`config.mk`:
```
export PLATFORM = sky130hd
export DESIGN_NAME = separable_binomial_blur_3x3
export DESIGN_NICKNAME = d
export VERILOG_FILES = /design/src/rtl/sbb_pkg.sv /design/src/rtl/separable_binomial_blur_3x3.sv /design/src/rtl/sbb_hstage.sv /design/src/rtl/sbb_linebuf.sv /design/src/rtl/sbb_vstage.sv
export SDC_FILE = /design/constraint.sdc
export NUM_CORES = 2
export LEC_CHECK = 0
export BUFFER_PORTS_ARGS = -buffer_cell sky130_fd_sc_hd__buf_2
export CORE_MARGIN = 2
export CORE_UTILIZATION = 55
export CTS_BUF_LIST = sky130_fd_sc_hd__clkbuf_8
export DETAILED_ROUTE_END_ITERATION = 16
export PLACE_DENSITY = 0.7
export SKIP_LAST_GASP = 1
export SLEW_MARGIN = 20
export SYNTH_ARGS = -nofsm -noshare
export SYNTH_HDL_FRONTEND = slang
export SYNTH_SLANG_ARGS = --single-unit
```
`constraint.sdc`:
```
create_clock -name clk -period 13.1 [get_ports clk]
set_input_delay 1.31 -clock clk [delete_from_list [all_inputs] [get_ports clk]]
set_output_delay 1.31 -clock clk [all_outputs]
set_load 0.01 [all_outputs]
```
`src/rtl/sbb_pkg.sv`:
```
`timescale 1ns / 1ps
// ============================================================================
// sbb_pkg
// Types, constants and the 1-2-1 tap shared by the blur modules.
// ============================================================================
package sbb_pkg;

    localparam int IMAGE_WIDTH  = 256;
    localparam int IMAGE_HEIGHT = 256;
    localparam int PAD_W        = IMAGE_WIDTH + 2;
    localparam int PAD_H        = IMAGE_HEIGHT + 2;
    localparam int COL_W        = $clog2(PAD_W);
    localparam int ROW_W        = $clog2(PAD_H);
    localparam int ADDR_W       = $clog2(IMAGE_WIDTH);

    typedef struct packed {
        logic [7:0] pixel;
        logic       frame_start;
    } pix_item_t;

    typedef struct packed {
        logic [7:0] blurred;
        logic       end_of_row;
        logic       end_of_frame;
    } blur_item_t;

    typedef struct packed {
        logic [7:0] newer;
        logic [7:0] older;
    } line_pair_t;

    typedef struct packed {
        logic              has_h;
        logic              has_out;
        logic              end_of_row;
        logic              end_of_frame;
        logic [ADDR_W-1:0] addr;
        logic [7:0]        h;
    } stage_ctl_t;

    function automatic logic [7:0] tap121(input logic [7:0] a, input logic [7:0] b,
                                          input logic [7:0] c);
        logic [9:0] sum;
        sum = {2'b00, a} + {1'b0, b, 1'b0} + {2'b00, c};
        return sum[9:2];
    endfunction

endpackage

```
`src/rtl/separable_binomial_blur_3x3.sv`:
```
`timescale 1ns / 1ps
// ============================================================================
// separable_binomial_blur_3x3
// 3x3 binomial blur over a padded 8-bit frame, one pixel per clock while the output is not stalled.
// ============================================================================
// Pipeline: the horizontal result and the line memory read of an accepted pixel are
// registered in the s1 stage, then its result is loaded into the output register once that is free.
// Throughput: one pixel per cycle while the output is not stalled; one line memory word per output
// column holds both previous rows, read once and written once per pixel from the third column on.
// Reset clears the frame position, the pixel window and all valid flags; the
// line memory is not cleared, as the first two rows of every frame fill it.
module separable_binomial_blur_3x3
    import sbb_pkg::*;
(
    input  logic       clk,
    input  logic       rst_n,
    input  logic       pix_valid,
    output logic       pix_stall,
    input  pix_item_t  pix,
    output logic       blur_valid,
    input  logic       blur_stall,
    output blur_item_t blur
);

    logic              s1_free;
    logic              rd_en;
    logic [ADDR_W-1:0] rd_addr;
    logic              s1_valid;
    stage_ctl_t        s1;
    line_pair_t        rd_data;
    logic              wr_en;
    logic [ADDR_W-1:0] wr_addr;
    line_pair_t        wr_data;

    sbb_hstage u_hstage (
        .clk       (clk),
        .rst_n     (rst_n),
        .pix_valid (pix_valid),
        .pix       (pix),
        .s1_free   (s1_free),
        .pix_stall (pix_stall),
        .rd_en     (rd_en),
        .rd_addr   (rd_addr),
        .s1_valid  (s1_valid),
        .s1        (s1)
    );

    sbb_linebuf u_linebuf (
        .clk     (clk),
        .rd_en   (rd_en),
        .rd_addr (rd_addr),
        .rd_data (rd_data),
        .wr_en   (wr_en),
        .wr_addr (wr_addr),
        .wr_data (wr_data)
    );

    sbb_vstage u_vstage (
        .clk        (clk),
        .rst_n      (rst_n),
        .s1_valid   (s1_valid),
        .s1         (s1),
        .rd_data    (rd_data),
        .s1_free    (s1_free),
        .wr_en      (wr_en),
        .wr_addr    (wr_addr),
        .wr_data    (wr_data),
        .blur_valid (blur_valid),
        .blur       (blur),
        .blur_stall (blur_stall)
    );

endmodule

```
`src/rtl/sbb_hstage.sv`:
```
`timescale 1ns / 1ps
// ============================================================================
// sbb_hstage
// Input stage: frame position, horizontal 1-2-1 tap and line buffer read.
// ============================================================================
module sbb_hstage
    import sbb_pkg::*;
(
    input  logic              clk,
    input  logic              rst_n,
    input  logic              pix_valid,
    input  pix_item_t         pix,
    input  logic              s1_free,
    output logic              pix_stall,
    output logic              rd_en,
    output logic [ADDR_W-1:0] rd_addr,
    output logic              s1_valid,
    output stage_ctl_t        s1
);

    logic [COL_W-1:0] col_reg;
    logic [COL_W-1:0] col_next;
    logic [ROW_W-1:0] row_reg;
    logic [ROW_W-1:0] row_next;
    logic [7:0]       prev0_reg;
    logic [7:0]       prev1_reg;
    logic             s1_valid_reg;
    logic             s1_valid_next;
    stage_ctl_t       s1_reg;
    stage_ctl_t       s1_next;
    logic [COL_W-1:0] col_cur;
    logic [ROW_W-1:0] row_cur;
    logic             accept;
    logic             col_last;
    logic             row_last;
    logic [COL_W-1:0] x_full;

    assign pix_stall = !s1_free;
    assign accept    = pix_valid && s1_free;

    always_comb
    begin
        col_cur  = pix.frame_start ? '0 : col_reg;
        row_cur  = pix.frame_start ? '0 : row_reg;
        col_last = (col_cur == COL_W'(PAD_W - 1));
        row_last = (row_cur == ROW_W'(PAD_H - 1));
        x_full   = col_cur - COL_W'(2);

        s1_next.has_h        = (col_cur >= COL_W'(2));
        s1_next.has_out      = s1_next.has_h && (row_cur >= ROW_W'(2));
        s1_next.end_of_row   = col_last;
        s1_next.end_of_frame = col_last && row_last;
        s1_next.addr         = x_full[ADDR_W-1:0];
        s1_next.h            = tap121(prev0_reg, prev1_reg, pix.pixel);

        if (col_last)
        begin
            col_next = '0;
            row_next = row_last ? '0 : row_cur + ROW_W'(1);
        end
        else
        begin
            col_next = col_cur + COL_W'(1);
            row_next = row_cur;
        end

        s1_valid_next = s1_free ? accept : s1_valid_reg;
    end

    assign rd_en    = accept && s1_next.has_h;
    assign rd_addr  = s1_next.addr;
    assign s1_valid = s1_valid_reg;
    assign s1       = s1_reg;

    always_ff @(posedge clk or negedge rst_n)
    begin
        if (!rst_n)
        begin
            col_reg      <= '0;
            row_reg      <= '0;
            prev0_reg    <= '0;
            prev1_reg    <= '0;
            s1_valid_reg <= 1'b0;
        end
        else
        begin
            s1_valid_reg <= s1_valid_next;
            if (accept)
            begin
                col_reg   <= col_next;
                row_reg   <= row_next;
                prev0_reg <= prev1_reg;
                prev1_reg <= pix.pixel;
            end
        end
    end

    always_ff @(posedge clk)
    begin
        if (accept)
        begin
            s1_reg <= s1_next;
        end
    end

endmodule

```
`src/rtl/sbb_linebuf.sv`:
```
`timescale 1ns / 1ps
// ============================================================================
// sbb_linebuf
// Line memory holding the horizontal results of the two previous rows.
// ============================================================================
module sbb_linebuf
    import sbb_pkg::*;
(
    input  logic              clk,
    input  logic              rd_en,
    input  logic [ADDR_W-1:0] rd_addr,
    output line_pair_t        rd_data,
    input  logic              wr_en,
    input  logic [ADDR_W-1:0] wr_addr,
    input  line_pair_t        wr_data
);

    line_pair_t mem [IMAGE_WIDTH];
    line_pair_t rd_data_reg;

    always_ff @(posedge clk)
    begin
        if (rd_en)
        begin
            rd_data_reg <= mem[rd_addr];
        end
        if (wr_en)
        begin
            mem[wr_addr] <= wr_data;
        end
    end

    assign rd_data = rd_data_reg;

endmodule

```
`src/rtl/sbb_vstage.sv`:
```
`timescale 1ns / 1ps
// ============================================================================
// sbb_vstage
// Vertical 1-2-1 tap, line memory update and output register.
// ============================================================================
module sbb_vstage
    import sbb_pkg::*;
(
    input  logic              clk,
    input  logic              rst_n,
    input  logic              s1_valid,
    input  stage_ctl_t        s1,
    input  line_pair_t        rd_data,
    output logic              s1_free,
    output logic              wr_en,
    output logic [ADDR_W-1:0] wr_addr,
    output line_pair_t        wr_data,
    output logic              blur_valid,
    output blur_item_t        blur,
    input  logic              blur_stall
);

    logic       blur_valid_reg;
    logic       blur_valid_next;
    blur_item_t blur_reg;
    blur_item_t blur_next;
    logic       out_free;
    logic       s1_go;
    logic       load_out;

    assign out_free = !blur_valid_reg || !blur_stall;
    assign s1_go    = s1_valid && (!s1.has_out || out_free);
    assign s1_free  = !s1_valid || s1_go;
    assign load_out = s1_go && s1.has_out;

    assign wr_en         = s1_go && s1.has_h;
    assign wr_addr       = s1.addr;
    assign wr_data.newer = s1.h;
    assign wr_data.older = rd_data.newer;

    always_comb
    begin
        blur_next.blurred      = tap121(rd_data.older, rd_data.newer, s1.h);
        blur_next.end_of_row   = s1.end_of_row;
        blur_next.end_of_frame = s1.end_of_frame;
        if (load_out)
        begin
            blur_valid_next = 1'b1;
        end
        else if (!blur_stall)
        begin
            blur_valid_next = 1'b0;
        end
        else
        begin
            blur_valid_next = blur_valid_reg;
        end
    end

    always_ff @(posedge clk or negedge rst_n)
    begin
        if (!rst_n)
        begin
            blur_valid_reg <= 1'b0;
        end
        else
        begin
            blur_valid_reg <= blur_valid_next;
        end
    end

    always_ff @(posedge clk)
    begin
        if (load_out)
        begin
            blur_reg <= blur_next;
        end
    end

    assign blur_valid = blur_valid_reg;
    assign blur       = blur_reg;

endmodule

```
==> results.cfg <==
[run_status]
status = finished, final reports clean

[cts]
htree_levels = 6
clockBufferDepth = 4
insertion_delay_ps = 1150
post_cts_buffers = 0
clock_tree.root_cell = clkbuf_8
clk_pin_slew_ps = 60
hold_buffers = 0
ctsResizeCount = 0
cts_buffers = 647
cts_tree = built
cts_sinks = 4178

[global_routing]
grt_pass1_wl_um = 709000
antenna_found_initial = 29
grt_max_degree = 221
overflow = 0
gr-usage-all-layers_pct = 33.6
grt_pass1_vias = 92200

[yosys]
synth_top_area_share_pct = 76.2
synth_common_cells = edfxtp_1 (4,142), nand2_1 (887), mux4_2 (596)
syn_inst = 8854
syn_area_um2 = 163000
yosysUniqueCellTypes = 93
synth.area.top_cells = edfxtp_1 (76%), mux4_2 (8.2%), nand2_1 (2.0%)
syn_nets = 8905
yosysMostFrequentCell = edfxtp_1
ys.flop_type = edfxtp_1
synth_edf_count = 4142
async_flop_share_pct = 0.862
yosysWarningCount = 0
avgSynthCellArea_um2 = 18.4
ys_seq_elements = 4178
seq_area_frac_synth_pct = 76.7
yosys.area.top_type = edfxtp_1

[detailed_routing]
drt_iter0_drc = 17400
wl_per_cell_um = 36.9
drtPass1Iterations = 7
viasPerCell = 6.94
ant_nets = 0
wl_um = 510000
num_vias = 96100
drc = 0

[critical_path]
cp_max_fo = 44
worst_ep_arrival_time_ps = 8150
worst_setup_path_start_kind = flop
ff2ff_setup_slack_ps = 5800
critical_path_class = reg -> reg
cp-end-kind = flop
cp.required_ps = 13950

[sta]
setup_violations = 0
rsz0062_at_grt = no
finalHoldViolations = 0
fin_crit_ps = 7300
min_period_over_period_pct = 55.7
max_freq_mhz = 137
worst_pin_slew_ps = 1300
finalClockSkew_ps = 90.9
slew_viol_final = 0
slew_headroom_pct = 12.5
fin_tns_setup_ps = 0
timing.final.ws_setup_ps = 5800

[floorplanning]
chipHeight_um = 549
die_w_um = 549
coreArea_um2 = 296000
initial_utilization_pct = 55.2
ios = 25
die-area_um2 = 301000
rows = 200

[layout]
final_layout_size_suffix_gt1_share_pct = 20.7
fin_nets = 9446
syn_to_final_growth_pct = 11.1
largest_reg_flops = 4096

[place]
dp_hpwl_um = 291000
io_buffers = 24
dp_slack_ps = 5350
gp_congestion = 0.942

[pwr]
p_per_area_nw_per_um2 = 182
leakagePower_nw = 58.6
ir_drop_mv = 0.126

[worst_hold_path]
hold_class = in -> async

[flow_run]
cap_violations = 0
-- per-layer routing --
layer,track usage [%],routed length [um],up-vias
met3,11.2,79300,1607
met4,19.4,34000,16
met1,45.1,174000,48700
met5,0.301,265,-
li1,-,-,37200
met2,48.4,223000,8595
-- worst paths after layout --
check / from / to / cells past startpoint
setup / recovery: u_hstage.col_reg[1]$_DFFE_PN0P_ / u_linebuf.rd_data[2]$_DFFE_PP_ / 12
hold / removal: rst_n / u_hstage.prev0_reg[3]$_DFFE_PN0P_ / 1
setup reg to reg: u_hstage.col_reg[1]$_DFFE_PN0P_ / u_linebuf.rd_data[2]$_DFFE_PP_ / 12
hold reg to reg: u_hstage.s1[16]$_DFFE_PP_ / u_vstage.blur[0]$_DFFE_PP_ / 0
max in group asynchronous: rst_n / u_hstage.col_reg[0]$_DFFE_PN0P_ / 1
min in group clk: pix_valid / u_hstage.s1_valid$_DFFE_PN0N_ / 2
-- layout make-up --
| type | count | area [um2] |
|---|---|---|
| fillers | 20600 | 115000 |
| well taps | 3939 | 4930 |
| multi-input cells | 4066 | 35500 |
| flip-flops and latches | 4178 | 125000 |
| repair buffers | 473 | 3910 |
| clock buffers | 657 | 9040 |
| clock inverters | 468 | 2550 |
| diodes | 25 | 62.6 |
| inverters | 29 | 175 |
-- cell families (layout without fill, tap and decap cells) --
kind of cell / count (synthesis) / count (layout) / share of synthesized area, %
flops: 4178 / 4178 / 76.7
simple gates: 1716 / 1716 / 4.43
compound gates: 1317 / 1317 / 5.72
mux: 981 / 981 / 10.8
buf+inv: 610 / 1627 / 1.90
fa+ha+maj: 38 / 38 / 0.365
xor+xnor: 14 / 14 / 0.0797
other cells: 0 / 25 / 0
-- per-stage QoR --
step	cell area, um2	instances	hold WS (ps)	total power [mW]	utilization [%]
2_1_floorplan	163000	8854	400	20.0	-
3_3_place_gp	169000	12700	410	22.8	57.3
3_5_place_dp	170000	12700	414	22.9	57.3
4_1_cts	181000	13800	273	32.7	61.2
5_1_grt	181000	13800	368	33.7	61.3
6_report	181000	13800	316	33.0	61.3
-- report_power, final --
part	internal, mW	switching (mW)
clock network	4.94	5.12
registers	15.8	0.0953
logic	1.80	5.29
total	22.5	10.5
-- cell usage in the layout, fill, tap and decap left out, types with 94 or more instances in the layout --
cell type and count:
o211ai_1 116, a21oi_1 255, mux4_2 596, buf_4 417
clkinv_1 150, o21ai_0 177, clkbuf_8 657, o22ai_1 94
edfxtp_1 4142, nor2_1 347, o221ai_1 252, nand2_1 879
inv_1 216, mux2i_1 328, nand3_1 136
-- critical path: stages, from the launching register on --
cell and delay [ps]:
dfrtp_2 340, buf_4 540, nand2b_4 580, ha_4 970, buf_4 670, buf_4 750
buf_4 700, mux2i_1 260, a211oi_1 90, nor4_1 850, o31ai_1 390, o2111ai_1 550
o211ai_1 160
Note: power is estimated with default switching activity, not from simulation.
